`config.mk`:
```
export PLATFORM = sky130hd
export DESIGN_NAME = rrps_geom
export DESIGN_NICKNAME = d
export VERILOG_FILES = /design/src/sv/rrps_pkg.sv /design/src/sv/rrps_geom.sv
export SDC_FILE = /design/constraint.sdc
export NUM_CORES = 1
export LEC_CHECK = 0
export BUFFER_PORTS_ARGS = -buffer_cell sky130_fd_sc_hd__buf_2
export CAP_MARGIN = 20
export CORE_MARGIN = 2
export CORE_UTILIZATION = 38
export DETAILED_ROUTE_END_ITERATION = 8
export GPL_TIMING_DRIVEN = 1
export SYNTH_ARGS = -nofsm -noshare
export SYNTH_HDL_FRONTEND = slang
export SYNTH_SLANG_ARGS = --single-unit
```
`constraint.sdc`:
```
create_clock -name clk_i -period 2.5 [get_ports clk_i]
set_input_delay 0.25 -clock clk_i [delete_from_list [all_inputs] [get_ports clk_i]]
set_output_delay 0.25 -clock clk_i [all_outputs]
set_load 0.05 [all_outputs]
```
`src/sv/rrps_pkg.sv`:
```
// Shared constants, tables, types and helper functions of the ripple ring pixel shader.
package rrps_pkg;

  // Matrix and animation dimensions
  localparam int MATRIX_WIDTH      = 8;
  localparam int MATRIX_HEIGHT     = 8;
  localparam int RING_COUNT        = 4;
  localparam int BRIGHTNESS_LEVELS = 12;

  // Field widths
  localparam int COORD_W    = 3;
  localparam int FRAME_W    = 6;
  localparam int FRAME_MAX  = 63;
  localparam int COLOR_W    = 8;
  localparam int IN_DATA_W  = 16;
  localparam int OUT_DATA_W = 24;

  // Fixed-point constants (Q12 distances, Q16 exponent)
  localparam int          TIME_STEP_Q12    = 573;
  localparam int          RING_SPACING_Q12 = 3482;
  localparam int          GK_W             = 17;
  localparam logic [16:0] GAUSS_K_Q16      = 17'd108324;
  localparam int          GAUSS_SHIFT      = 24;
  localparam int          FRAC_W           = 16;
  localparam int          EXP_LIMIT        = 10;
  localparam logic [63:0] SAT_BASE         = 64'd30081024;
  localparam logic [63:0] SAT_SLOPE        = 64'd425;
  localparam int          HUE_SECTOR       = 43;
  localparam int          HUE_RESET        = 90;

  // Rounded integer square root, used only to build constants and constant tables
  function automatic logic [63:0] isqrt_round(input logic [63:0] n0);
    logic [63:0] n;
    logic [63:0] r;
    logic [63:0] b;
    int          i;
    n = n0;
    r = '0;
    b = 64'd1 << 62;
    for (i = 0; i < 32; i++) begin
      if (n >= r + b) begin
        n = n - (r + b);
        r = (r >> 1) + b;
      end else begin
        r = r >> 1;
      end
      b = b >> 2;
    end
    if (n > r) r = r + 64'd1;
    return r;
  endfunction

  // Q12 distance of a pixel from the matrix center
  function automatic logic [63:0] pixel_dist(input int x, input int y);
    longint dx2;
    longint dy2;
    dx2 = 2 * longint'(x) - longint'(MATRIX_WIDTH - 1);
    dy2 = 2 * longint'(y) - longint'(MATRIX_HEIGHT - 1);
    return isqrt_round(64'(dx2 * dx2 + dy2 * dy2) << 22);
  endfunction

  // Derived widths
  localparam logic [63:0] DIST_MAX = pixel_dist(0, 0);
  localparam int DIST_W  = $clog2(DIST_MAX + 64'd1);
  localparam int TQ_MAX  = FRAME_MAX * TIME_STEP_Q12;
  localparam int TQ_W    = $clog2(TQ_MAX + 1);
  localparam int OFF_MAX = (RING_COUNT - 1) * RING_SPACING_Q12;
  localparam int AD_MAX  = (int'(DIST_MAX) + OFF_MAX > TQ_MAX) ?
                           int'(DIST_MAX) + OFF_MAX : TQ_MAX;
  localparam int AD_W    = $clog2(AD_MAX + 1);
  localparam int SD_W    = AD_W + 2;
  localparam int SQ_W    = 2 * AD_W;
  localparam int PR_W    = SQ_W + GK_W;
  localparam int U_W     = PR_W - GAUSS_SHIFT;
  localparam int TERM_W  = FRAC_W + 1;
  localparam int AMP_W   = TERM_W + $clog2(RING_COUNT);
  localparam int LV_W    = $clog2(BRIGHTNESS_LEVELS + 1);
  localparam int PIX_N   = MATRIX_WIDTH * MATRIX_HEIGHT;
  localparam int PIX_W   = $clog2(PIX_N);
  localparam logic [TERM_W-1:0] ONE_Q16 = TERM_W'(1 << FRAC_W);

  // exp(-n) and exp(-f/16), Q16
  localparam logic [TERM_W-1:0] EXP_INT [16] = '{
    17'd65536, 17'd24109, 17'd8869, 17'd3263, 17'd1200, 17'd442, 17'd162, 17'd60,
    17'd22, 17'd8, 17'd3, 17'd0, 17'd0, 17'd0, 17'd0, 17'd0
  };
  localparam logic [TERM_W-1:0] EXP_FRAC [16] = '{
    17'd65536, 17'd61565, 17'd57835, 17'd54331, 17'd51039, 17'd47947, 17'd45042, 17'd42313,
    17'd39750, 17'd37341, 17'd35079, 17'd32954, 17'd30957, 17'd29081, 17'd27319, 17'd25664
  };

  // Per-pixel distance table, indexed by x*MATRIX_HEIGHT + y
  typedef logic [DIST_W-1:0] dist_tab_t [PIX_N];

  function automatic dist_tab_t build_dist_tab();
    dist_tab_t tab;
    int        x;
    int        y;
    for (x = 0; x < MATRIX_WIDTH; x++) begin
      for (y = 0; y < MATRIX_HEIGHT; y++) begin
        tab[x * MATRIX_HEIGHT + y] = DIST_W'(pixel_dist(x, y));
      end
    end
    return tab;
  endfunction

  localparam dist_tab_t DIST_TAB = build_dist_tab();

  // Per-pixel saturation table: falls linearly with distance, floor at zero
  typedef logic [COLOR_W-1:0] sat_tab_t [PIX_N];

  function automatic sat_tab_t build_sat_tab();
    sat_tab_t    tab;
    logic [63:0] satn;
    int          i;
    for (i = 0; i < PIX_N; i++) begin
      satn = 64'(DIST_TAB[i]) * SAT_SLOPE;
      if (satn >= SAT_BASE) tab[i] = '0;
      else tab[i] = COLOR_W'((SAT_BASE - satn + 64'd65536) >> 17);
    end
    return tab;
  endfunction

  localparam sat_tab_t SAT_TAB = build_sat_tab();

  // Gamma-mapped, scaled value for one brightness level (exact wide compare)
  function automatic logic [COLOR_W-1:0] value_of_level(input int level);
    logic [191:0] rhs;
    logic [191:0] lhs;
    int           g;
    int           c;
    int           i;
    int           j;
    rhs = 192'd1;
    for (i = 0; i < 5; i++) rhs = rhs * 192'(9 * level);
    for (i = 0; i < 11; i++) rhs = rhs * 192'd510;
    g = 0;
    for (i = 7; i >= 0; i--) begin
      c = g | (1 << i);
      lhs = 192'd1;
      for (j = 0; j < 11; j++) lhs = lhs * 192'(2 * c - 1);
      for (j = 0; j < 5; j++) lhs = lhs * 192'(10 * BRIGHTNESS_LEVELS);
      if (c <= 255 && lhs <= rhs) g = c;
    end
    return COLOR_W'((g * 250 + 127) / 255);
  endfunction

  typedef logic [COLOR_W-1:0] val_tab_t [BRIGHTNESS_LEVELS + 1];

  function automatic val_tab_t build_val_tab();
    val_tab_t tab;
    int       l;
    for (l = 0; l <= BRIGHTNESS_LEVELS; l++) tab[l] = value_of_level(l);
    return tab;
  endfunction

  localparam val_tab_t VAL_TAB = build_val_tab();

  // x/255 for x up to 255*255
  function automatic logic [COLOR_W-1:0] div255(input logic [15:0] x);
    logic [16:0] s;
    s = 17'(x) + 17'(x[15:8]) + 17'd1;
    return s[15:8];
  endfunction

  // Hue sectors of the HSV conversion
  typedef enum logic [2:0] {
    SECT_RED_YEL = 3'd0,
    SECT_YEL_GRN = 3'd1,
    SECT_GRN_CYA = 3'd2,
    SECT_CYA_BLU = 3'd3,
    SECT_BLU_MAG = 3'd4,
    SECT_MAG_RED = 3'd5
  } sector_e;

  function automatic sector_e hue_sector(input logic [COLOR_W-1:0] h);
    sector_e s;
    if (h >= COLOR_W'(5 * HUE_SECTOR))      s = SECT_MAG_RED;
    else if (h >= COLOR_W'(4 * HUE_SECTOR)) s = SECT_BLU_MAG;
    else if (h >= COLOR_W'(3 * HUE_SECTOR)) s = SECT_CYA_BLU;
    else if (h >= COLOR_W'(2 * HUE_SECTOR)) s = SECT_GRN_CYA;
    else if (h >= COLOR_W'(HUE_SECTOR))     s = SECT_YEL_GRN;
    else                                    s = SECT_RED_YEL;
    return s;
  endfunction

  function automatic logic [COLOR_W-1:0] hue_rem(input logic [COLOR_W-1:0] h,
                                                 input sector_e s);
    int r;
    r = (int'(h) - HUE_SECTOR * int'(s)) * 6;
    return COLOR_W'(r);
  endfunction

  // Hue register split into sector and remainder
  typedef struct packed {
    sector_e              sect;
    logic [COLOR_W-1:0]   rem;
  } hue_t;

  localparam sector_e HUE_RESET_SECT = hue_sector(COLOR_W'(HUE_RESET));
  localparam hue_t    HUE_RESET_VAL  = '{
    sect: HUE_RESET_SECT,
    rem:  hue_rem(COLOR_W'(HUE_RESET), HUE_RESET_SECT)
  };

  // Words passed between pipeline sections
  typedef struct packed {
    logic [DIST_W-1:0]  ctr_dist;
    logic [TQ_W-1:0]    tq;
    logic [COLOR_W-1:0] sat;
  } geom_t;

  typedef struct packed {
    logic [RING_COUNT-1:0][TERM_W-1:0] term;
    logic [COLOR_W-1:0]                sat;
  } ring_t;

  typedef struct packed {
    logic [COLOR_W-1:0] val;
    logic [COLOR_W-1:0] sat;
  } shade_t;

endpackage

```
`src/sv/rrps_geom.sv`:
```
// Pixel geometry stage: distance and saturation lookup, ring time.
module rrps_geom
  import rrps_pkg::*;
(
  input  logic               clk_i,
  input  logic               rst_ni,
  input  logic               valid_i,
  output logic               ready_o,
  input  logic [COORD_W-1:0] x_i,
  input  logic [COORD_W-1:0] y_i,
  input  logic [FRAME_W-1:0] frame_i,
  output logic               valid_o,
  input  logic               ready_i,
  output geom_t              geom_o
);

  logic       vld_q;
  geom_t      geom_d;
  geom_t      geom_q;
  logic [PIX_W-1:0] pix;
  int         xs;
  int         ys;

  assign ready_o = !vld_q || ready_i;

  // clamp coordinates and look up the pixel tables
  always_comb begin
    xs = (int'(x_i) >= MATRIX_WIDTH) ? MATRIX_WIDTH - 1 : int'(x_i);
    ys = (int'(y_i) >= MATRIX_HEIGHT) ? MATRIX_HEIGHT - 1 : int'(y_i);
    pix = PIX_W'(xs * MATRIX_HEIGHT + ys);
    geom_d.ctr_dist = DIST_TAB[pix];
    geom_d.sat      = SAT_TAB[pix];
    geom_d.tq       = TQ_W'(int'(frame_i) * TIME_STEP_Q12);
  end

  always_ff @(posedge clk_i or negedge rst_ni) begin
    if (!rst_ni) begin
      vld_q <= 1'b0;
    end else if (ready_o) begin
      vld_q <= valid_i;
    end
  end

  always_ff @(posedge clk_i) begin
    if (ready_o && valid_i) begin
      geom_q <= geom_d;
    end
  end

  assign valid_o = vld_q;
  assign geom_o  = geom_q;

endmodule

```
==> metrics.md <==
| Metric | Value |
|---|---|
| ANT nets after route | `0` |
| Commonest non-fill, non-tap cell in the layout | `buf_2` |
| Levels on crit path | `12` |
| Largest net degree at the start of global routing | `39` |
| Layout cell share with drive strength beyond 1 | `34.9%` |
| Library cells used by synthesis | `56` |
| Ys flop type | `edfxtp_1` |
| Avg Cell Area, Syn | `10.8 um2` |
| Crit path capture | `geom_o[19]` |
| Htree depth | `2` |
| Final WL | `7.83 mm` |
| LEAKAGE | `between 1.5 and 2 nW` |
| Clock sinks | `39` |
| Crit path from | `frame_i[4]` |
| Clk_lat worst skew | `~0.30 ns` |
| Global placer's final weighted congestion | `0.890` |
| Mapped cell area | `about 3400 um2` |
| Rows | `34` |
| Drt initial violations | `251` |
| GR Overflow Total | `0` |
| Crit Path Category | `input pin to flop` |
| Hold Fails Final Rpt | `0` |
| Worst-path clk slew | `~0.07 ns` |
| Num CTS Buffers | `5` |
| Final Util | `between 40% and 50%` |
| Port bufs | `55` |
| Clk buf depth | `2` |
| Die X | `99 um` |
| CP max-delay cell | `fa_1` |
| Area leader, netlist | `edfxtp_1` |
| Worst Setup End Kind | `flop` |
| Critical Path Max Stage Delay | `~0.51 ns` |
| Slack of the critical path | `-0.286 ns` |
| Top Ports | `57` |
| Via count | `2734` |
| Final Power | `3.15 mW` |
| Number of max-cap violations | `0` |
| R2R setup slack | `1.11 ns` |
| Total GRT Usage | `16.3%` |
| P per Cell Area | `722 nW/um2` |
| Post-synthesis compound-gate area fraction | `15.9%` |
| Sequential-to-total area share from yosys stat | `34.0%` |
| Initial antenna violation count | `0` |
| Buffers & Inverters on Critical Path | `4` |
| Final Skew | `0.0179 ns` |
| #FFs+latches synth | `39` |
| XOR/XNOR share of the synthesized area | `4.09%` |
| Status | `finished, violations left` |
| WP data required | `2.54 ns` |
| CP cell instances | `buf_8 -> fa_1 -> fa_1 -> inv_1 -> fa_1 -> inv_2 -> ha_4 -> nand3_2 -> o211ai_1 -> buf_4 -> o21ai_1 -> xnor2_1` |
| First-pass GRT wire length | `12.9 mm` |
| Worst reg2reg path depth | `3` |
| Post-synthesis mux area share | `13.0%` |
| Clock root buffer | `clkbuf_8` |
| ANT cells | `0` |
| CTS tree | `yes` |
| FFs w/ async S/R, synth | `2.56%` |
| Setup_tns | `-1.94 ns` |
| Top cells by area, synth | `edfxtp_1 33%, ha_1 13%, fa_1 5.8%` |
| Crit share post-route | `111%` |
| Most frequent cells in the layout | `50 x buf_2, 38 x edfxtp_1, 37 x buf_4` |
| Core area | `8720 um2` |
| Slew HR | `~64%` |
| Startpoint types | `input pin` |
| Vias in the first global route | `2519` |
| Layout area overhead | `27.0%` |
| Worst-Margin Slew | `0.541 ns` |
| Cell Area, Placed | `4040 um2` |
| Post-Syn Nets | `379` |
| # DRC | `0` |
| RSZ-0062 raised after global routing | `yes` |
| Nets | `461` |
| Max Fanout on Critical Path | `4` |
| Die footprint | `~9800 um2` |
| Worst path top cell family by delay | `adder cells` |
| Maximum vdd ir drop | `275 uV` |
| Simple-gate share of the synthesized area | `8.32%` |
| Final instance area | `4350 um2` |
| Hold Path Class | `input pin to flop` |
| Violated checks | `setup timing` |
| Hold Path Depth | `2` |
| Period minus WS final | `around 2.8 ns` |
| CP arrival | `approximately 2.8 ns` |
| Min Hold Slack | `0.171 ns` |
| Largest family of logic cells by synthesized area | `adder cells` |
| Post-synth EDFFs | `38` |
| Mapped Cells | `between 300 and 400` |
| Hpwl dp | `5.80 mm` |
| Endpoints failing setup | `8` |
| Most used cell, CP | `fa_1` |
| Vias per std cell | `5.37` |
| FF-to-FF End | `geom_o[16]` |
| Launch point of the worst reg-to-reg path | `valid_o` |
| Area share of the largest cell type after synthesis | `33.3%` |
| Detailed-route wire length per cell | `15.4 um` |
| Starting Density | `39.3%` |
| Initial DRT Pass Iterations | `4` |
| Final slew viol count | `0` |
| Die height | `~100 um` |
| Adder and majority gate portion of the synthesized area | `a little under a fifth` |
| Ys Warns | `0` |
| Fmax | `roughly 0.36 GHz` |
-- how the worst min path moves through the flow --
stage                 start  endpoint  slack [ns]
floorplan            rst_ni   valid_o       -0.05
finish              valid_i   valid_o        0.17
CTS                 valid_i   valid_o        0.17
global route        valid_i   valid_o        0.18
global placement     rst_ni   valid_o        0.02
detailed placement   rst_ni   valid_o        0.03
-- sequential cells by signal, indices dropped and copies added, names as in the netlist --
signal / cells
geom_o: 38
valid_o: 1
-- worst reg2reg max path, delay by kind of cell, from the launching register on --
| kind | cells | cell delay, ns |
|---|---|---|
| flip-flops | 1 | 0.38 |
| AND/OR/NAND/NOR | 2 | 0.24 |
| buffers and inverters | 1 | 0.41 |
-- area by class of cell --
cell class	count	area [um2]
fillers	785	4370
multi-input cells	235	2210
flip-flops and latches	39	1170
repair buffers	94	613
well taps	108	135
inverters	25	93.8
clock buffers	6	72.6
clock inverters	2	60.1
-- synth_stat cells, types with 7 or more instances --
cell type and instances:
a221oi_1 8, o21ai_0 15, edfxtp_1 38, buf_2 9
fa_1 10, nand2_1 25, nor2_1 16, inv_1 23
mux2i_1 17, ha_1 35, xnor2_1 7, a21oi_1 17
-- cell families (layout without fill, tap and decap cells) --
| logic type | Yosys count | count (layout) |
|---|---|---|
| buffers and inverters | 44 | 127 |
| and+or+nand+nor | 63 | 63 |
| adders and majority gates | 45 | 45 |
| other | 1 | 1 |
| xor gates and xnor gates | 13 | 13 |
| DFF | 39 | 39 |
| muxes | 33 | 33 |
| AOI/OAI and AO/OA | 80 | 80 |
-- per-layer routing --
metal  vias up  wire [um]  track usage, %
li1       1339          -               -
met1      1310       3800            24.3
met2        79       3530            24.9
met3         6        427            2.84
met4         0         76            3.79
met5         -          0               0
-- where the power goes --
group	switching [mW]	leakage, nW	internal [mW]
Combinational	0.953	1.42	0.674
Sequential	0.0243	0.372	0.860
Clock	0.235	0.0654	0.399
-- through the flow --
stage | cells | worst slack (ns)
6_report | 509 | -0.286
5_1_grt | 509 | -0.374
4_1_cts | 507 | -0.311
3_5_place_dp | 497 | -0.736
3_3_place_gp | 497 | -0.701
2_1_floorplan | 318 | -0.452
-- what timing repair did --
item | in CTS | in global routing
resized for setup | 11 | 16
hold buffers | 1 | 0
pin swaps | 18 | 11
buffers inserted | 1 | 2
hold endpoints to repair | 1 | 0
endpoints found under the setup margin | 9 | 9
(Power assumes the default switching activity.)
