--- src/sv/rrps_pkg.sv ---
// Shared constants, tables, types and helper functions of the ripple ring pixel shader.
package rrps_pkg;

  // Matrix and animation dimensions
  localparam int MATRIX_WIDTH      = 8;
  localparam int MATRIX_HEIGHT     = 8;
  localparam int RING_COUNT        = 4;
  localparam int BRIGHTNESS_LEVELS = 12;

  // Field widths
  localparam int COORD_W    = 3;
  localparam int FRAME_W    = 6;
  localparam int FRAME_MAX  = 63;
  localparam int COLOR_W    = 8;
  localparam int IN_DATA_W  = 16;
  localparam int OUT_DATA_W = 24;

  // Fixed-point constants (Q12 distances, Q16 exponent)
  localparam int          TIME_STEP_Q12    = 573;
  localparam int          RING_SPACING_Q12 = 3482;
  localparam int          GK_W             = 17;
  localparam logic [16:0] GAUSS_K_Q16      = 17'd108324;
  localparam int          GAUSS_SHIFT      = 24;
  localparam int          FRAC_W           = 16;
  localparam int          EXP_LIMIT        = 10;
  localparam logic [63:0] SAT_BASE         = 64'd30081024;
  localparam logic [63:0] SAT_SLOPE        = 64'd425;
  localparam int          HUE_SECTOR       = 43;
  localparam int          HUE_RESET        = 90;

  // Rounded integer square root, used only to build constants and constant tables
  function automatic logic [63:0] isqrt_round(input logic [63:0] n0);
    logic [63:0] n;
    logic [63:0] r;
    logic [63:0] b;
    int          i;
    n = n0;
    r = '0;
    b = 64'd1 << 62;
    for (i = 0; i < 32; i++) begin
      if (n >= r + b) begin
        n = n - (r + b);
        r = (r >> 1) + b;
      end else begin
        r = r >> 1;
      end
      b = b >> 2;
    end
    if (n > r) r = r + 64'd1;
    return r;
  endfunction

  // Q12 distance of a pixel from the matrix center
  function automatic logic [63:0] pixel_dist(input int x, input int y);
    longint dx2;
    longint dy2;
    dx2 = 2 * longint'(x) - longint'(MATRIX_WIDTH - 1);
    dy2 = 2 * longint'(y) - longint'(MATRIX_HEIGHT - 1);
    return isqrt_round(64'(dx2 * dx2 + dy2 * dy2) << 22);
  endfunction

  // Derived widths
  localparam logic [63:0] DIST_MAX = pixel_dist(0, 0);
  localparam int DIST_W  = $clog2(DIST_MAX + 64'd1);
  localparam int TQ_MAX  = FRAME_MAX * TIME_STEP_Q12;
  localparam int TQ_W    = $clog2(TQ_MAX + 1);
  localparam int OFF_MAX = (RING_COUNT - 1) * RING_SPACING_Q12;
  localparam int AD_MAX  = (int'(DIST_MAX) + OFF_MAX > TQ_MAX) ?
                           int'(DIST_MAX) + OFF_MAX : TQ_MAX;
  localparam int AD_W    = $clog2(AD_MAX + 1);
  localparam int SD_W    = AD_W + 2;
  localparam int SQ_W    = 2 * AD_W;
  localparam int PR_W    = SQ_W + GK_W;
  localparam int U_W     = PR_W - GAUSS_SHIFT;
  localparam int TERM_W  = FRAC_W + 1;
  localparam int AMP_W   = TERM_W + $clog2(RING_COUNT);
  localparam int LV_W    = $clog2(BRIGHTNESS_LEVELS + 1);
  localparam int PIX_N   = MATRIX_WIDTH * MATRIX_HEIGHT;
  localparam int PIX_W   = $clog2(PIX_N);
  localparam logic [TERM_W-1:0] ONE_Q16 = TERM_W'(1 << FRAC_W);

  // exp(-n) and exp(-f/16), Q16
  localparam logic [TERM_W-1:0] EXP_INT [16] = '{
    17'd65536, 17'd24109, 17'd8869, 17'd3263, 17'd1200, 17'd442, 17'd162, 17'd60,
    17'd22, 17'd8, 17'd3, 17'd0, 17'd0, 17'd0, 17'd0, 17'd0
  };
  localparam logic [TERM_W-1:0] EXP_FRAC [16] = '{
    17'd65536, 17'd61565, 17'd57835, 17'd54331, 17'd51039, 17'd47947, 17'd45042, 17'd42313,
    17'd39750, 17'd37341, 17'd35079, 17'd32954, 17'd30957, 17'd29081, 17'd27319, 17'd25664
  };

  // Per-pixel distance table, indexed by x*MATRIX_HEIGHT + y
  typedef logic [DIST_W-1:0] dist_tab_t [PIX_N];

  function automatic dist_tab_t build_dist_tab();
    dist_tab_t tab;
    int        x;
    int        y;
    for (x = 0; x < MATRIX_WIDTH; x++) begin
      for (y = 0; y < MATRIX_HEIGHT; y++) begin
        tab[x * MATRIX_HEIGHT + y] = DIST_W'(pixel_dist(x, y));
      end
    end
    return tab;
  endfunction

  localparam dist_tab_t DIST_TAB = build_dist_tab();

  // Per-pixel saturation table: falls linearly with distance, floor at zero
  typedef logic [COLOR_W-1:0] sat_tab_t [PIX_N];

  function automatic sat_tab_t build_sat_tab();
    sat_tab_t    tab;
    logic [63:0] satn;
    int          i;
    for (i = 0; i < PIX_N; i++) begin
      satn = 64'(DIST_TAB[i]) * SAT_SLOPE;
      if (satn >= SAT_BASE) tab[i] = '0;
      else tab[i] = COLOR_W'((SAT_BASE - satn + 64'd65536) >> 17);
    end
    return tab;
  endfunction

  localparam sat_tab_t SAT_TAB = build_sat_tab();

  // Gamma-mapped, scaled value for one brightness level (exact wide compare)
  function automatic logic [COLOR_W-1:0] value_of_level(input int level);
    logic [191:0] rhs;
    logic [191:0] lhs;
    int           g;
    int           c;
    int           i;
    int           j;
    rhs = 192'd1;
    for (i = 0; i < 5; i++) rhs = rhs * 192'(9 * level);
    for (i = 0; i < 11; i++) rhs = rhs * 192'd510;
    g = 0;
    for (i = 7; i >= 0; i--) begin
      c = g | (1 << i);
      lhs = 192'd1;
      for (j = 0; j < 11; j++) lhs = lhs * 192'(2 * c - 1);
      for (j = 0; j < 5; j++) lhs = lhs * 192'(10 * BRIGHTNESS_LEVELS);
      if (c <= 255 && lhs <= rhs) g = c;
    end
    return COLOR_W'((g * 250 + 127) / 255);
  endfunction

  typedef logic [COLOR_W-1:0] val_tab_t [BRIGHTNESS_LEVELS + 1];

  function automatic val_tab_t build_val_tab();
    val_tab_t tab;
    int       l;
    for (l = 0; l <= BRIGHTNESS_LEVELS; l++) tab[l] = value_of_level(l);
    return tab;
  endfunction

  localparam val_tab_t VAL_TAB = build_val_tab();

  // x/255 for x up to 255*255
  function automatic logic [COLOR_W-1:0] div255(input logic [15:0] x);
    logic [16:0] s;
    s = 17'(x) + 17'(x[15:8]) + 17'd1;
    return s[15:8];
  endfunction

  // Hue sectors of the HSV conversion
  typedef enum logic [2:0] {
    SECT_RED_YEL = 3'd0,
    SECT_YEL_GRN = 3'd1,
    SECT_GRN_CYA = 3'd2,
    SECT_CYA_BLU = 3'd3,
    SECT_BLU_MAG = 3'd4,
    SECT_MAG_RED = 3'd5
  } sector_e;

  function automatic sector_e hue_sector(input logic [COLOR_W-1:0] h);
    sector_e s;
    if (h >= COLOR_W'(5 * HUE_SECTOR))      s = SECT_MAG_RED;
    else if (h >= COLOR_W'(4 * HUE_SECTOR)) s = SECT_BLU_MAG;
    else if (h >= COLOR_W'(3 * HUE_SECTOR)) s = SECT_CYA_BLU;
    else if (h >= COLOR_W'(2 * HUE_SECTOR)) s = SECT_GRN_CYA;
    else if (h >= COLOR_W'(HUE_SECTOR))     s = SECT_YEL_GRN;
    else                                    s = SECT_RED_YEL;
    return s;
  endfunction

  function automatic logic [COLOR_W-1:0] hue_rem(input logic [COLOR_W-1:0] h,
                                                 input sector_e s);
    int r;
    r = (int'(h) - HUE_SECTOR * int'(s)) * 6;
    return COLOR_W'(r);
  endfunction

  // Hue register split into sector and remainder
  typedef struct packed {
    sector_e              sect;
    logic [COLOR_W-1:0]   rem;
  } hue_t;

  localparam sector_e HUE_RESET_SECT = hue_sector(COLOR_W'(HUE_RESET));
  localparam hue_t    HUE_RESET_VAL  = '{
    sect: HUE_RESET_SECT,
    rem:  hue_rem(COLOR_W'(HUE_RESET), HUE_RESET_SECT)
  };

  // Words passed between pipeline sections
  typedef struct packed {
    logic [DIST_W-1:0]  ctr_dist;
    logic [TQ_W-1:0]    tq;
    logic [COLOR_W-1:0] sat;
  } geom_t;

  typedef struct packed {
    logic [RING_COUNT-1:0][TERM_W-1:0] term;
    logic [COLOR_W-1:0]                sat;
  } ring_t;

  typedef struct packed {
    logic [COLOR_W-1:0] val;
    logic [COLOR_W-1:0] sat;
  } shade_t;

endpackage

--- src/sv/rrps_hsv.sv ---
// Integer HSV to RGB with a fixed hue, two register stages, last one is the output.
module rrps_hsv
  import rrps_pkg::*;
(
  input  logic               clk_i,
  input  logic               rst_ni,
  input  hue_t               hue_i,
  input  logic               valid_i,
  output logic               ready_o,
  input  shade_t             shade_i,
  output logic               valid_o,
  input  logic               ready_i,
  output logic [COLOR_W-1:0] red_o,
  output logic [COLOR_W-1:0] green_o,
  output logic [COLOR_W-1:0] blue_o
);

  logic [1:0]         vld_q;
  logic [1:0]         rdy;
  logic [COLOR_W-1:0] val_q;
  logic [COLOR_W-1:0] inv_s_q;
  logic [COLOR_W-1:0] sr_q;
  logic [COLOR_W-1:0] st_q;
  logic [COLOR_W-1:0] p;
  logic [COLOR_W-1:0] q;
  logic [COLOR_W-1:0] t;
  logic [COLOR_W-1:0] r_d;
  logic [COLOR_W-1:0] g_d;
  logic [COLOR_W-1:0] b_d;
  logic [COLOR_W-1:0] r_q;
  logic [COLOR_W-1:0] g_q;
  logic [COLOR_W-1:0] b_q;

  assign rdy[1]  = !vld_q[1] || ready_i;
  assign rdy[0]  = !vld_q[0] || rdy[1];
  assign ready_o = rdy[0];
  assign valid_o = vld_q[1];

  // stage 2: p, q, t and sector routing
  always_comb begin
    p = div255(16'(val_q) * 16'(inv_s_q));
    q = div255(16'(val_q) * 16'(8'd255 - sr_q));
    t = div255(16'(val_q) * 16'(8'd255 - st_q));
    unique case (hue_i.sect)
      SECT_YEL_GRN: begin r_d = q;     g_d = val_q; b_d = p;     end
      SECT_GRN_CYA: begin r_d = p;     g_d = val_q; b_d = t;     end
      SECT_CYA_BLU: begin r_d = p;     g_d = q;     b_d = val_q; end
      SECT_BLU_MAG: begin r_d = t;     g_d = p;     b_d = val_q; end
      SECT_MAG_RED: begin r_d = val_q; g_d = p;     b_d = q;     end
      default:      begin r_d = val_q; g_d = t;     b_d = p;     end
    endcase
  end

  always_ff @(posedge clk_i or negedge rst_ni) begin
    if (!rst_ni) begin
      vld_q <= '0;
    end else begin
      if (rdy[0]) vld_q[0] <= valid_i;
      if (rdy[1]) vld_q[1] <= vld_q[0];
    end
  end

  // stage 1: saturation scaled by the hue remainder
  always_ff @(posedge clk_i) begin
    if (rdy[0] && valid_i) begin
      val_q   <= shade_i.val;
      inv_s_q <= 8'd255 - shade_i.sat;
      sr_q    <= div255(16'(shade_i.sat) * 16'(hue_i.rem));
      st_q    <= div255(16'(shade_i.sat) * 16'(8'd255 - hue_i.rem));
    end
    if (rdy[1] && vld_q[0]) begin
      r_q <= r_d;
      g_q <= g_d;
      b_q <= b_d;
    end
  end

  assign red_o   = r_q;
  assign green_o = g_q;
  assign blue_o  = b_q;

endmodule

--- config.mk ---
export PLATFORM = sky130hd
export DESIGN_NAME = rrps_hsv
export DESIGN_NICKNAME = d
export VERILOG_FILES = /design/src/sv/rrps_pkg.sv /design/src/sv/rrps_hsv.sv
export SDC_FILE = /design/constraint.sdc
export NUM_CORES = 1
export LEC_CHECK = 0
export BUFFER_PORTS_ARGS = -buffer_cell sky130_fd_sc_hd__buf_2
export CAP_MARGIN = 20
export CORE_ASPECT_RATIO = 1.25
export CORE_MARGIN = 5
export CORE_UTILIZATION = 41
export CTS_BUF_LIST = sky130_fd_sc_hd__clkbuf_4 sky130_fd_sc_hd__clkbuf_8
export DETAILED_ROUTE_END_ITERATION = 12
export SLEW_MARGIN = 20
export SYNTH_ARGS = -nofsm -noshare
export SYNTH_HDL_FRONTEND = slang
export SYNTH_SLANG_ARGS = --single-unit
--- constraint.sdc ---
create_clock -name clk_i -period 8.9 [get_ports clk_i]
set_input_delay 0.445 -clock clk_i [delete_from_list [all_inputs] [get_ports clk_i]]
set_output_delay 0.445 -clock clk_i [all_outputs]
set_load 0.005 [all_outputs]
==> qor.yml <==
clock_network:
  worstSkewPairLatency_ps: 360
  cts.repair.resized: 0
  clock_sinks: 58
  cts_root_buffer: "clkbuf_8"
  cts_max_path_buffers: 2
  ctsHoldBuffers: 1
  cts_buffers: 9
  clkTransAtPathRegs_ps: 60
  htree_levels: 3
  cts_tree: "done"
  post_cts_buffers: 0
synthesis:
  synthCells: 1644
  synth_area_leader_cell: "fa_1"
  ys_warn_count: 0
  synth_most_common_cell: "inv_1"
  synthFlopType: "edfxtp_1"
  synthesis.nets: 2081
  netlist_area_sq_um: 14810
  synth.avg_cell_area_sq_um: 9.006
  synth_top_area_frac: 0.2474
  synth_enable_flop_cells: 56
  ys_ff_latch: 58
  ys_seq_area_frac: 0.1170
  async_flop_share: 0.03448
  synth_cell_types: 92
  synth_area_leaders: "fa_1, ha_1, edfxtp_1"
  yosys-top-cells-count: "inv_1, ha_1, fa_1, nand2_1, nor2b_1"
layout:
  drive_gt1_frac: 0.06153
  area_growth_pct: 5.831
  fillers: 3497
  diodes: 0
  final_nets: 2107
timing:
  skew_ps: 5.366
  tightest_slew_ps: 1170
  post-route-min-period_ps: 7397
  fin_tns_setup_ps: 0
  fin_crit_sh: 0.8311
  fmax_mhz: 135.2
  slew_violations: 0
  relSlewSlack: 0.2202
  final_hold_viol_count: 0
  rsz0062_at_grt: "no"
  finalSetupViolCount: 0
worst_setup_path:
  worstSetupStartpoint: "val_q[4]"
  startpoint_type: "flip-flop"
  cp-end-kind: "flip-flop"
  crit_arrival_ps: 7510
  critPathMaxStageDelay_ps: 1050
  path_max_fanout: 27
  path_buf_inv: 4
  slowest_stage: "edfxtp_1"
  critical_path_class: "flip-flop to flip-flop"
  crit_family: "adder cells"
  path_cells: "nand2b_1 > fa_1 > fa_1 > inv_1 > fa_1 > inv_1 > fa_1 > inv_1 > ha_1 > a21o_1 > a221oi_1 > xor2_1 > inv_1 > ha_1 > or3_1 > o21ai_0 > a21oi_1 > o31a_1 > o2111ai_1 > o311a_4 > nor3_2 > xnor2_1 > o21ai_0 > a221o_1"
  cp.required_ps: 9010
  r2r_start: "val_q[4]"
global_route:
  use_met2: 0.3131
  grt_pass1_wl_um: 57510
  gr-usage-met1: 0.2133
  grt_overflow: 0
  use_met3: 0.01407
  grt_pass1_vias: 11810
  busiest_layer: "met2"
  antenna_found_initial: 0
  grt_usage: 0.1704
  grt_max_degree: 33
route:
  drc: 0
  vias: 11209
  drtIter0Drc: 602
  wl_per_cell_um: 15.53
  routed_wirelength_um: 33360
  drtAntennaViolNets: 0
  drtPass1Iterations: 5
  vias_per_cell: 5.218
floorplan:
  core_area_sq_um: 35550
  initial_utilization: 0.4165
  die_x_um: 180.0
  die_y_um: 222.5
  rows: 77
  design.die.area_sq_um: 40040
  io_pins: 57
place:
  port-buffer-count: 56
  post-dp-hpwl_um: 27190
  gp_congestion: 0.8827
job:
  drv_cap: 0
hold_path:
  worstHoldStart: "shade_i[15]"
  hold_class: "primary input to flip-flop"
outcome:
  status: "completed"
-- state kept, by name (all words and copies together), names as in the netlist --
name	cells
green_o	8
blue_o	8
val_q	8
red_o	8
vld_q	2
inv_s_q	8
st_q	8
sr_q	8
-- final cells by class --
| class | instances | area, sq um | share of cell area |
|---|---|---|---|
| timing repair buffer | 60 | 312.8 | 0.01996 |
| multi-input combinational | 1234 | 11730 | 0.7483 |
| sequential | 58 | 1732 | 0.1105 |
| tap | 474 | 593.1 | 0.03785 |
| clock buffer | 10 | 131.4 | 0.008385 |
| clock inverter | 5 | 22.52 | 0.001437 |
| inverter | 307 | 1152 | 0.07354 |
-- worst reg2reg max path, stage by stage (launching register included) --
cell,delay (ps)
edfxtp_1,1050
nand2b_1,170
fa_1,530
fa_1,540
inv_1,50
fa_1,470
inv_1,50
fa_1,470
inv_1,40
ha_1,400
a21o_1,220
a221oi_1,360
xor2_1,480
inv_1,100
ha_1,210
or3_1,340
o21ai_0,180
a21oi_1,70
o31a_1,140
o2111ai_1,240
o311a_4,280
nor3_2,50
xnor2_1,300
o21ai_0,150
a221o_1,270
-- placed cells by master (no fill, tap or decap), types with 34 or more instances in the layout --
cell / Yosys / final
inv_1: 306 / 306
buf_2: 2 / 56
nor2_1: 73 / 73
xor2_1: 40 / 40
xnor2_1: 45 / 45
nor2b_1: 95 / 95
ha_1: 223 / 223
nand2_1: 102 / 102
edfxtp_1: 56 / 56
and2_1: 88 / 87
a21oi_1: 52 / 52
nand2b_1: 72 / 72
fa_1: 183 / 183
o21ai_0: 34 / 34
-- stage by stage --
| step | cell area (sq um) | cells | hold slack, ps | worst slack, ps | util |
|---|---|---|---|---|---|
| 6_report | 15670 | 2148 | 257.1 | 1503 | 0.4407 |
| 4_1_cts | 15670 | 2148 | 241.4 | 1526 | 0.4407 |
| 5_1_grt | 15670 | 2148 | 242.1 | 1116 | 0.4407 |
| 3_5_place_dp | 15500 | 2132 | 232.6 | 1531 | 0.4361 |
| 2_1_floorplan | 14810 | 1644 | 149.4 | 2471 | - |
| 3_3_place_gp | 15500 | 2132 | 230.2 | 1741 | 0.4361 |
-- worst paths after layout --
check,to,slack (ps),depth (start not counted)
setup / recovery,red_o[7],1500,24
hold / removal,val_q[7],260,1
setup reg to reg,red_o[7],1500,24
hold reg to reg,vld_q[1],500,1
max in group asynchronous,vld_q[1],8420,2
min in group asynchronous,vld_q[0],390,2
-- cells by family after synthesis --
| logic type | synth area share |
|---|---|
| AND/OR/NAND/NOR | 0.1878 |
| multiplexers | 0.001352 |
| adder cells (fa/ha/maj) | 0.4359 |
| AO/OA/AOI/OAI | 0.1139 |
| flip-flops | 0.1170 |
| buffers and inverters | 0.09119 |
| XOR/XNOR | 0.05290 |
-- routing by layer --
layer,vias to the layer above,wire (um),share of wire
met1,5529,14380,0.43
met3,54,1021,0.031
met4,0,795,0.024
met5,-,0,0
met2,230,17160,0.51
li1,5396,-,-
Power is not shown: default switching activity piles up to over one toggle a cycle in this logic, so the estimate is an artifact.
