### src/sv/rrps_pkg.sv
// Shared constants, tables, types and helper functions of the ripple ring pixel shader.
package rrps_pkg;

  // Matrix and animation dimensions
  localparam int MATRIX_WIDTH      = 8;
  localparam int MATRIX_HEIGHT     = 8;
  localparam int RING_COUNT        = 4;
  localparam int BRIGHTNESS_LEVELS = 12;

  // Field widths
  localparam int COORD_W    = 3;
  localparam int FRAME_W    = 6;
  localparam int FRAME_MAX  = 63;
  localparam int COLOR_W    = 8;
  localparam int IN_DATA_W  = 16;
  localparam int OUT_DATA_W = 24;

  // Fixed-point constants (Q12 distances, Q16 exponent)
  localparam int          TIME_STEP_Q12    = 573;
  localparam int          RING_SPACING_Q12 = 3482;
  localparam int          GK_W             = 17;
  localparam logic [16:0] GAUSS_K_Q16      = 17'd108324;
  localparam int          GAUSS_SHIFT      = 24;
  localparam int          FRAC_W           = 16;
  localparam int          EXP_LIMIT        = 10;
  localparam logic [63:0] SAT_BASE         = 64'd30081024;
  localparam logic [63:0] SAT_SLOPE        = 64'd425;
  localparam int          HUE_SECTOR       = 43;
  localparam int          HUE_RESET        = 90;

  // Rounded integer square root, used only to build constants and constant tables
  function automatic logic [63:0] isqrt_round(input logic [63:0] n0);
    logic [63:0] n;
    logic [63:0] r;
    logic [63:0] b;
    int          i;
    n = n0;
    r = '0;
    b = 64'd1 << 62;
    for (i = 0; i < 32; i++) begin
      if (n >= r + b) begin
        n = n - (r + b);
        r = (r >> 1) + b;
      end else begin
        r = r >> 1;
      end
      b = b >> 2;
    end
    if (n > r) r = r + 64'd1;
    return r;
  endfunction

  // Q12 distance of a pixel from the matrix center
  function automatic logic [63:0] pixel_dist(input int x, input int y);
    longint dx2;
    longint dy2;
    dx2 = 2 * longint'(x) - longint'(MATRIX_WIDTH - 1);
    dy2 = 2 * longint'(y) - longint'(MATRIX_HEIGHT - 1);
    return isqrt_round(64'(dx2 * dx2 + dy2 * dy2) << 22);
  endfunction

  // Derived widths
  localparam logic [63:0] DIST_MAX = pixel_dist(0, 0);
  localparam int DIST_W  = $clog2(DIST_MAX + 64'd1);
  localparam int TQ_MAX  = FRAME_MAX * TIME_STEP_Q12;
  localparam int TQ_W    = $clog2(TQ_MAX + 1);
  localparam int OFF_MAX = (RING_COUNT - 1) * RING_SPACING_Q12;
  localparam int AD_MAX  = (int'(DIST_MAX) + OFF_MAX > TQ_MAX) ?
                           int'(DIST_MAX) + OFF_MAX : TQ_MAX;
  localparam int AD_W    = $clog2(AD_MAX + 1);
  localparam int SD_W    = AD_W + 2;
  localparam int SQ_W    = 2 * AD_W;
  localparam int PR_W    = SQ_W + GK_W;
  localparam int U_W     = PR_W - GAUSS_SHIFT;
  localparam int TERM_W  = FRAC_W + 1;
  localparam int AMP_W   = TERM_W + $clog2(RING_COUNT);
  localparam int LV_W    = $clog2(BRIGHTNESS_LEVELS + 1);
  localparam int PIX_N   = MATRIX_WIDTH * MATRIX_HEIGHT;
  localparam int PIX_W   = $clog2(PIX_N);
  localparam logic [TERM_W-1:0] ONE_Q16 = TERM_W'(1 << FRAC_W);

  // exp(-n) and exp(-f/16), Q16
  localparam logic [TERM_W-1:0] EXP_INT [16] = '{
    17'd65536, 17'd24109, 17'd8869, 17'd3263, 17'd1200, 17'd442, 17'd162, 17'd60,
    17'd22, 17'd8, 17'd3, 17'd0, 17'd0, 17'd0, 17'd0, 17'd0
  };
  localparam logic [TERM_W-1:0] EXP_FRAC [16] = '{
    17'd65536, 17'd61565, 17'd57835, 17'd54331, 17'd51039, 17'd47947, 17'd45042, 17'd42313,
    17'd39750, 17'd37341, 17'd35079, 17'd32954, 17'd30957, 17'd29081, 17'd27319, 17'd25664
  };

  // Per-pixel distance table, indexed by x*MATRIX_HEIGHT + y
  typedef logic [DIST_W-1:0] dist_tab_t [PIX_N];

  function automatic dist_tab_t build_dist_tab();
    dist_tab_t tab;
    int        x;
    int        y;
    for (x = 0; x < MATRIX_WIDTH; x++) begin
      for (y = 0; y < MATRIX_HEIGHT; y++) begin
        tab[x * MATRIX_HEIGHT + y] = DIST_W'(pixel_dist(x, y));
      end
    end
    return tab;
  endfunction

  localparam dist_tab_t DIST_TAB = build_dist_tab();

  // Per-pixel saturation table: falls linearly with distance, floor at zero
  typedef logic [COLOR_W-1:0] sat_tab_t [PIX_N];

  function automatic sat_tab_t build_sat_tab();
    sat_tab_t    tab;
    logic [63:0] satn;
    int          i;
    for (i = 0; i < PIX_N; i++) begin
      satn = 64'(DIST_TAB[i]) * SAT_SLOPE;
      if (satn >= SAT_BASE) tab[i] = '0;
      else tab[i] = COLOR_W'((SAT_BASE - satn + 64'd65536) >> 17);
    end
    return tab;
  endfunction

  localparam sat_tab_t SAT_TAB = build_sat_tab();

  // Gamma-mapped, scaled value for one brightness level (exact wide compare)
  function automatic logic [COLOR_W-1:0] value_of_level(input int level);
    logic [191:0] rhs;
    logic [191:0] lhs;
    int           g;
    int           c;
    int           i;
    int           j;
    rhs = 192'd1;
    for (i = 0; i < 5; i++) rhs = rhs * 192'(9 * level);
    for (i = 0; i < 11; i++) rhs = rhs * 192'd510;
    g = 0;
    for (i = 7; i >= 0; i--) begin
      c = g | (1 << i);
      lhs = 192'd1;
      for (j = 0; j < 11; j++) lhs = lhs * 192'(2 * c - 1);
      for (j = 0; j < 5; j++) lhs = lhs * 192'(10 * BRIGHTNESS_LEVELS);
      if (c <= 255 && lhs <= rhs) g = c;
    end
    return COLOR_W'((g * 250 + 127) / 255);
  endfunction

  typedef logic [COLOR_W-1:0] val_tab_t [BRIGHTNESS_LEVELS + 1];

  function automatic val_tab_t build_val_tab();
    val_tab_t tab;
    int       l;
    for (l = 0; l <= BRIGHTNESS_LEVELS; l++) tab[l] = value_of_level(l);
    return tab;
  endfunction

  localparam val_tab_t VAL_TAB = build_val_tab();

  // x/255 for x up to 255*255
  function automatic logic [COLOR_W-1:0] div255(input logic [15:0] x);
    logic [16:0] s;
    s = 17'(x) + 17'(x[15:8]) + 17'd1;
    return s[15:8];
  endfunction

  // Hue sectors of the HSV conversion
  typedef enum logic [2:0] {
    SECT_RED_YEL = 3'd0,
    SECT_YEL_GRN = 3'd1,
    SECT_GRN_CYA = 3'd2,
    SECT_CYA_BLU = 3'd3,
    SECT_BLU_MAG = 3'd4,
    SECT_MAG_RED = 3'd5
  } sector_e;

  function automatic sector_e hue_sector(input logic [COLOR_W-1:0] h);
    sector_e s;
    if (h >= COLOR_W'(5 * HUE_SECTOR))      s = SECT_MAG_RED;
    else if (h >= COLOR_W'(4 * HUE_SECTOR)) s = SECT_BLU_MAG;
    else if (h >= COLOR_W'(3 * HUE_SECTOR)) s = SECT_CYA_BLU;
    else if (h >= COLOR_W'(2 * HUE_SECTOR)) s = SECT_GRN_CYA;
    else if (h >= COLOR_W'(HUE_SECTOR))     s = SECT_YEL_GRN;
    else                                    s = SECT_RED_YEL;
    return s;
  endfunction

  function automatic logic [COLOR_W-1:0] hue_rem(input logic [COLOR_W-1:0] h,
                                                 input sector_e s);
    int r;
    r = (int'(h) - HUE_SECTOR * int'(s)) * 6;
    return COLOR_W'(r);
  endfunction

  // Hue register split into sector and remainder
  typedef struct packed {
    sector_e              sect;
    logic [COLOR_W-1:0]   rem;
  } hue_t;

  localparam sector_e HUE_RESET_SECT = hue_sector(COLOR_W'(HUE_RESET));
  localparam hue_t    HUE_RESET_VAL  = '{
    sect: HUE_RESET_SECT,
    rem:  hue_rem(COLOR_W'(HUE_RESET), HUE_RESET_SECT)
  };

  // Words passed between pipeline sections
  typedef struct packed {
    logic [DIST_W-1:0]  ctr_dist;
    logic [TQ_W-1:0]    tq;
    logic [COLOR_W-1:0] sat;
  } geom_t;

  typedef struct packed {
    logic [RING_COUNT-1:0][TERM_W-1:0] term;
    logic [COLOR_W-1:0]                sat;
  } ring_t;

  typedef struct packed {
    logic [COLOR_W-1:0] val;
    logic [COLOR_W-1:0] sat;
  } shade_t;

endpackage

### src/sv/rrps_level.sv
// Amplitude sum, brightness level and gamma-mapped value, two register stages.
module rrps_level
  import rrps_pkg::*;
(
  input  logic   clk_i,
  input  logic   rst_ni,
  input  logic   valid_i,
  output logic   ready_o,
  input  ring_t  ring_i,
  output logic   valid_o,
  input  logic   ready_i,
  output shade_t shade_o
);

  logic [1:0]         vld_q;
  logic [1:0]         rdy;
  logic [AMP_W-1:0]   amp_sum;
  logic [TERM_W-1:0]  amp_d;
  logic [TERM_W-1:0]  amp_q;
  logic [COLOR_W-1:0] sat_q;
  logic [31:0]        lvl_full;
  logic [LV_W-1:0]    lvl;
  shade_t             shade_q;

  assign rdy[1]  = !vld_q[1] || ready_i;
  assign rdy[0]  = !vld_q[0] || rdy[1];
  assign ready_o = rdy[0];
  assign valid_o = vld_q[1];

  // sum of ring terms, clipped to one
  always_comb begin
    amp_sum = '0;
    for (int k = 0; k < RING_COUNT; k++) begin
      amp_sum = amp_sum + AMP_W'(ring_i.term[k]);
    end
    amp_d = (amp_sum > AMP_W'(ONE_Q16)) ? ONE_Q16 : TERM_W'(amp_sum);
  end

  // floor to the level count
  always_comb begin
    lvl_full = 32'(amp_q) * 32'(BRIGHTNESS_LEVELS);
    lvl      = LV_W'(lvl_full >> FRAC_W);
  end

  always_ff @(posedge clk_i or negedge rst_ni) begin
    if (!rst_ni) begin
      vld_q <= '0;
    end else begin
      if (rdy[0]) vld_q[0] <= valid_i;
      if (rdy[1]) vld_q[1] <= vld_q[0];
    end
  end

  always_ff @(posedge clk_i) begin
    if (rdy[0] && valid_i) begin
      amp_q <= amp_d;
      sat_q <= ring_i.sat;
    end
    if (rdy[1] && vld_q[0]) begin
      shade_q.val <= VAL_TAB[lvl];
      shade_q.sat <= sat_q;
    end
  end

  assign shade_o = shade_q;

endmodule

### config.mk
export PLATFORM = sky130hd
export DESIGN_NAME = rrps_level
export DESIGN_NICKNAME = d
export VERILOG_FILES = /design/src/sv/rrps_pkg.sv /design/src/sv/rrps_level.sv
export SDC_FILE = /design/constraint.sdc
export NUM_CORES = 1
export LEC_CHECK = 0
export BUFFER_PORTS_ARGS = -buffer_cell sky130_fd_sc_hd__buf_4
export CORE_AREA = 2 2 89 91
export DETAILED_ROUTE_END_ITERATION = 10
export DIE_AREA = 0 0 91 93
export GPL_ROUTABILITY_DRIVEN = 0
export PLACE_DENSITY = 0.9
export SLEW_MARGIN = 30
export SYNTH_ARGS = -nofsm -noshare
export SYNTH_HDL_FRONTEND = slang
export SYNTH_SLANG_ARGS = --single-unit
### constraint.sdc
create_clock -name clk_i -period 3.7 [get_ports clk_i]
set_clock_uncertainty 0.1 [all_clocks]
set_input_delay 0.555 -clock clk_i [delete_from_list [all_inputs] [get_ports clk_i]]
set_output_delay 0.555 -clock clk_i [all_outputs]
set_load 0.02 [all_outputs]
==> impl_metrics.json, run 1 <==
{
  "slowest_delay_ns": 0.53,
  "vias": 3484,
  "fin_nets": 704,
  "grt_pass1_wl_um": 15200,
  "startpoint_type": "input pin",
  "cp.required_ns": 3.75,
  "p_per_area_nw_per_um2": 551,
  "drv_cap": 0,
  "grt_max_degree": 26,
  "ys_seq_elements": 43,
  "hold_class": "input pin to register",
  "leakagePower_uw": 0.00271,
  "tightest_slew_ns": 0.716,
  "fin_cells": 654,
  "path_common_cell": "fa_1",
  "setup_viol": 17,
  "endpoint": "amp_q[6]",
  "syn_nets": 555,
  "holdWs_ns": 0.319,
  "ir_worst_vdd_mv": 0.258,
  "wirelength_um": 9880,
  "max_freq_mhz": 249,
  "setup_slack_ns": -0.311,
  "hpwlAfterDp_um": 7070,
  "h-tree-depth": 2,
  "first_pass_iters": 5,
  "synth_seq_area_share_pct": 32.1,
  "synthFlopType": "edfxtp_1",
  "min_period_over_period_pct": 108,
  "yosys_warnings": 0,
  "area_delta_synth_final_pct": 40.4,
  "cts_buffers": 5,
  "wl_per_cell_um": 15.1,
  "drtAntennaViolNets": 0,
  "cts_tree": "built",
  "rr_worst_depth": 11,
  "die-area_um2": 8460,
  "path_buf_inv": 4,
  "r2r_end": "shade_o[12]",
  "register_area_um2": 1280,
  "cp-end-kind": "register",
  "clkLatencyLatePin_ns": 0.30,
  "grt_use_total_pct": 21.9,
  "cp.depth": 15,
  "die_y_um": 93,
  "crit_start": "ring_i[44]",
  "synthTopCellsByArea": "edfxtp_1 31%, fa_1 17%, ha_1 12%",
  "ff2ff_setup_slack_ns": 0.18,
  "fin_total_pwr_uw": 3090,
  "antenna_cells": 0,
  "multiInputGateArea_um2": 2580,
  "die_w_um": 91,
  "violations": "setup timing",
  "synth_edf_count": 41,
  "clkTransAtPathRegs_ns": 0.10,
  "io_buffers": 97,
  "dp.cells": 638,
  "worstPathArrival_ns": 4.06,
  "grt.overflow.total": 0,
  "drive_gt1_share_pct": 36.2,
  "final_common_cell": "buf_4",
  "via_per_inst": 5.33,
  "synth_top_area_share_pct": 30.8,
  "hold_viol_final": 0,
  "grt_pass1_vias": 3625,
  "rsz0062_at_grt": "true",
  "crit_family": "adder cells",
  "final_max_slew_viol_count": 0,
  "core_area_um2": 7530,
  "setup_tns_ns": -4.30,
  "syn_inst": 402,
  "outcome": "finished with violations",
  "syn_area_per_cell_um2": 9.94,
  "pin_count": 98,
  "fillers": 501,
  "slew_headroom_pct": 52.3,
  "initial_utilization_pct": 53.1,
  "initialDrtViolationCount": 217,
  "antenna_found_initial": 0,
  "synthArstFlopShare_pct": 4.65,
  "synth_top_area_cell": "edfxtp_1",
  "root_buffer": "clkbuf_8",
  "critPathSlowestCell": "fa_1",
  "final_cell_mix": "140 x buf_4, 89 x inv_1, 41 x edfxtp_1, 34 x ha_1, 32 x fa_1",
  "syn_area_um2": 4000,
  "clkSinkCount": 43,
  "path_cells": "buf_8 > clkinv_8 > fa_1 > fa_1 > inv_2 > buf_4 > fa_2 > a21o_1 > and4_4 > or3_1 > a21oi_1 > o221ai_2 > a2111oi_2 > nand4_1 > a21oi_2",
  "synthDistinctLibCells": 51,
  "clk_path_buf_depth": 2,
  "num_rows": 32,
  "r2r-start": "amp_q[9]",
  "min_period_ns": 4.01,
  "critPathKind": "input pin to register",
  "cp_max_fo": 5,
  "route.detailed.drc": 0
}
-- worst min-delay path by stage --
stage               startpoint       end  slack [ns]  cells past startpoint
floorplan               rst_ni  vld_q[0]        0.16                      0
global route         ring_i[2]  sat_q[2]        0.31                      1
detailed placement      rst_ni  vld_q[1]        0.24                      1
finish               ring_i[4]  sat_q[4]        0.32                      1
CTS                  ring_i[7]  sat_q[7]        0.32                      1
global placement        rst_ni  vld_q[1]        0.24                      1
-- cell type report --
class                           count  area share (%)
Timing Repair Buffer              147            20.6
Clock buffer                        5            1.23
Multi-Input combinational cell    261            45.9
Tap cell                          102            2.27
Sequential cell                    43            22.8
Clock inverter                      3           0.780
Inverter                           93            6.44
-- cells in the mapped netlist (4+ instances only) --
| cell | count |
|---|---|
| nand3b_1 | 4 |
| inv_1 | 93 |
| xor2_1 | 4 |
| nand4_1 | 5 |
| o21ai_0 | 14 |
| xnor2_1 | 8 |
| o211ai_1 | 4 |
| nor2b_1 | 6 |
| nand3_1 | 8 |
| a21o_1 | 7 |
| and2_1 | 4 |
| nor2_1 | 26 |
| o221ai_1 | 4 |
| a2111oi_0 | 4 |
| clkbuf_1 | 4 |
| fa_1 | 34 |
| or3_1 | 7 |
| nand2_1 | 17 |
| edfxtp_1 | 41 |
| a21oi_1 | 21 |
| ha_1 | 39 |
| o31ai_1 | 4 |
| mux2i_1 | 4 |
-- state kept, by name, summed over array words and instances (netlist names) --
name and flops:
vld_q 2, sat_q 8, amp_q 17, shade_o 16
-- power by group --
part           internal (uW)  switching, uW  leakage, uW
clock network            201            179    0.0000581
logic                    965           1070      0.00223
registers                641           34.0     0.000416
-- routing by layer --
metal | GRT usage, % | wire, um | vias to the layer above
met5 | 0 | 0 | -
met4 | 7.20 | 196 | 0
met3 | 2.90 | 423 | 21
met2 | 44.1 | 5460 | 135
met1 | 23.2 | 3790 | 1668
li1 | - | - | 1660
-- kinds of logic after synthesis --
kind of cell / synth area share [%]
buffers and inverters: 9.39
AND/OR/NAND/NOR: 12.6
AO/OA/AOI/OAI: 13.1
adder cells (fa/ha/maj): 29.2
flip-flops: 32.1
XOR/XNOR: 2.63
multiplexers: 1.00
-- what timing repair did --
item / 4_1_cts / 5_1_grt
buffers inserted: 3 / 3
endpoints found under the hold margin: 2 / 0
hold buffers: 1 / 0
endpoints found under the setup margin: 17 / 17
resized for setup: 9 / 27
gates cloned: 0 / 1
pin swaps: 2 / 9
-- metrics by stage --
step                setup WS [ns]  cell area [um^2]  util, %
floorplan                  -0.202              4130        -
global placement           -0.375              5280     70.1
detailed placement         -0.488              5280     70.1
CTS                        -0.130              5460     72.5
global route               -0.526              5610     74.6
finish                     -0.311              5610     74.6
Power figures use the tool's default switching activity.
==> run 2, diff against run 1 <==
CAP_MARGIN = 20   (was unset)
CORE_AREA = 2 2 88 90   (was 2 2 89 91)
CTS_BUF_LIST = sky130_fd_sc_hd__clkbuf_2   (was unset)
DIE_AREA = 0 0 90 92   (was 0 0 91 93)
PLACE_DENSITY = 0.91   (was 0.9)
==> run 2 against run 1 <==
  * The run still ends with setup timing left
  * Power decreased by 6.6%
  * Via count is 0.75% higher
  * Critical endpoint is now amp_q[10]
  * Largest cell class unchanged
  * Wire length decreased by 1.1%
==> impl_metrics.json, run 2 (same netlist as run 1, synthesis figures left out) <==
{
  "core_area_um2": 7450,
  "r2r-start": "amp_q[2]",
  "area_delta_synth_final_pct": 37.7,
  "via_per_inst": 5.38,
  "rsz0062_at_grt": "true",
  "final_max_slew_viol_count": 0,
  "slew_headroom_pct": 54.2,
  "die_y_um": 92,
  "initial_utilization_pct": 53.7,
  "hold_viol_final": 0,
  "worstPathArrival_ns": 3.93,
  "p_per_area_nw_per_um2": 524,
  "hpwlAfterDp_um": 7510,
  "cp_max_fo": 7,
  "setup_tns_ns": -0.103,
  "h-tree-depth": 2,
  "grt_pass1_wl_um": 15300,
  "violations": "setup timing",
  "dp.cells": 640,
  "hold_class": "input pin to register",
  "critPathSlowestCell": "fa_1",
  "leakagePower_uw": 0.00266,
  "min_period_over_period_pct": 101,
  "wirelength_um": 9770,
  "top_register": "amp_q",
  "min_period_ns": 3.73,
  "pwr-share-seq_pct": 23.3,
  "drtAntennaViolNets": 0,
  "ff2ff_setup_slack_ns": 0.31,
  "wl_per_cell_um": 15.0,
  "r2r_end": "shade_o[12]",
  "switching_share_pct": 43.4,
  "initialDrtViolationCount": 183,
  "fin_nets": 703,
  "root_buffer": "clkbuf_2",
  "rr_worst_depth": 10,
  "endpoint": "amp_q[10]",
  "final_cell_mix": "140 x buf_4, 88 x inv_1, 41 x edfxtp_1, 34 x ha_1, 32 x fa_1",
  "switchingPower_uw": 1250,
  "drive_gt1_share_pct": 35.4,
  "pin_count": 98,
  "grt_max_degree": 26,
  "die_w_um": 90,
  "setup_viol": 7,
  "path_cells": "buf_8 > inv_8 > fa_1 > fa_1 > inv_2 > ha_4 > a21o_1 > a41oi_2 > a21oi_2 > or3_4 > a311o_1 > buf_4 > nor2_1 > o21ai_4 > buf_12 > nor2_1",
  "pre_cts_slack_ns": -0.456,
  "outcome": "finished with violations",
  "first_pass_iters": 4,
  "fin_cells": 653,
  "setup_slack_ns": -0.0341,
  "startpoint_type": "input pin",
  "grt_pass1_vias": 3687,
  "critPathKind": "input pin to register",
  "grt_use_total_pct": 22.4,
  "clk_path_buf_depth": 2,
  "io_buffers": 97,
  "route.detailed.drc": 0,
  "ir_worst_vdd_mv": 0.220,
  "crit_start": "ring_i[44]",
  "drv_cap": 0,
  "antenna_found_initial": 0,
  "cp-end-kind": "register",
  "clkSinkCount": 43,
  "grt.overflow.total": 0,
  "p_comb_share_pct": 69.2,
  "cts_buffers": 5,
  "p_int_uw": 1630,
  "slowest_delay_ns": 0.56,
  "vias": 3510,
  "die-area_um2": 8280,
  "cts_tree": "built",
  "antenna_cells": 0,
  "largest_reg_flops": 17,
  "tightest_slew_ns": 0.688,
  "clockPowerShare_pct": 7.4,
  "clkLatencyLatePin_ns": 0.45,
  "clkTransAtPathRegs_ns": 0.22,
  "final_common_cell": "buf_4",
  "num_rows": 32,
  "cp.required_ns": 3.89,
  "fillers": 500,
  "max_freq_mhz": 268
}
==> run 2: cell types whose count changed in the layout (fill, tap and decap cells not counted), sizes merged <==
cell      before  now
clkinv         3    1
clkinvlp       0    1
buf          145  144
bufinv         1    0
clkbuf         6    7
inv           92   93
==> run 2: power groups by stage <==
stage,clock (uW),combinational [uW],sequential (uW)
2_1_floorplan,0,1100,722
3_3_place_gp,0,1690,677
3_5_place_dp,0,1810,683
4_1_cts,201,1820,672
5_1_grt,229,2190,681
6_report,215,2000,673
==> run 2: layer usage <==
| metal | vias to the layer above | global-route usage [%] | routed length, um |
|---|---|---|---|
| met4 | 0 | 8.97 | 344 |
| met3 | 37 | 2.71 | 435 |
| met5 | - | 0 | 0 |
| met1 | 1688 | 23.6 | 3490 |
| li1 | 1666 | - | - |
| met2 | 119 | 44.9 | 5500 |
==> run 2: worst max-delay path, delay by kind of cell <==
kind / cells / cell delay (ns)
fa+ha+maj: 3 / 1.20
buf+inv: 5 / 0.53
compound gates: 5 / 0.91
simple gates: 3 / 0.73
==> run 2: stage by stage <==
stage / hold WS [ns] / cell area [um^2] / total power (uW) / util [%]
floorplan: 0.159 / 4130 / 1830 / -
global placement: 0.237 / 5290 / 2370 / 71.0
detailed placement: 0.240 / 5290 / 2490 / 71.0
CTS: 0.181 / 5350 / 2690 / 71.8
global route: 0.162 / 5510 / 3100 / 73.9
finish: 0.172 / 5510 / 2890 / 73.9
==> run 2: cell type report <==
type                    count  area (um^2)  area share [%]
clock inverters             2         12.5           0.227
repair buffers            146         1140            20.8
flip-flops and latches     43         1280            23.3
well taps                 102          128            2.32
multi-input cells         261         2550            46.4
clock buffers               6         30.0           0.545
inverters                  93          357            6.48
==> run 2: how the worst min path moves through the flow <==
stage / from / end / slack (ns) / cells past startpoint
2_1_floorplan: rst_ni / vld_q[0] / 0.16 / 0
6_report: ring_i[3] / sat_q[3] / 0.17 / 1
3_3_place_gp: rst_ni / vld_q[1] / 0.24 / 1
5_1_grt: ring_i[7] / sat_q[7] / 0.16 / 1
4_1_cts: ring_i[5] / sat_q[5] / 0.18 / 1
3_5_place_dp: rst_ni / vld_q[0] / 0.24 / 1
==> run 2: what timing repair did <==
item | in CTS | in global routing
hold buffers | 1 | 0
setup endpoints to repair | 1 | 16
cloned | 0 | 1
hold endpoints to repair | 2 | 0
pin swaps | 0 | 12
buffers inserted | 0 | 3
gates resized for setup | 1 | 28
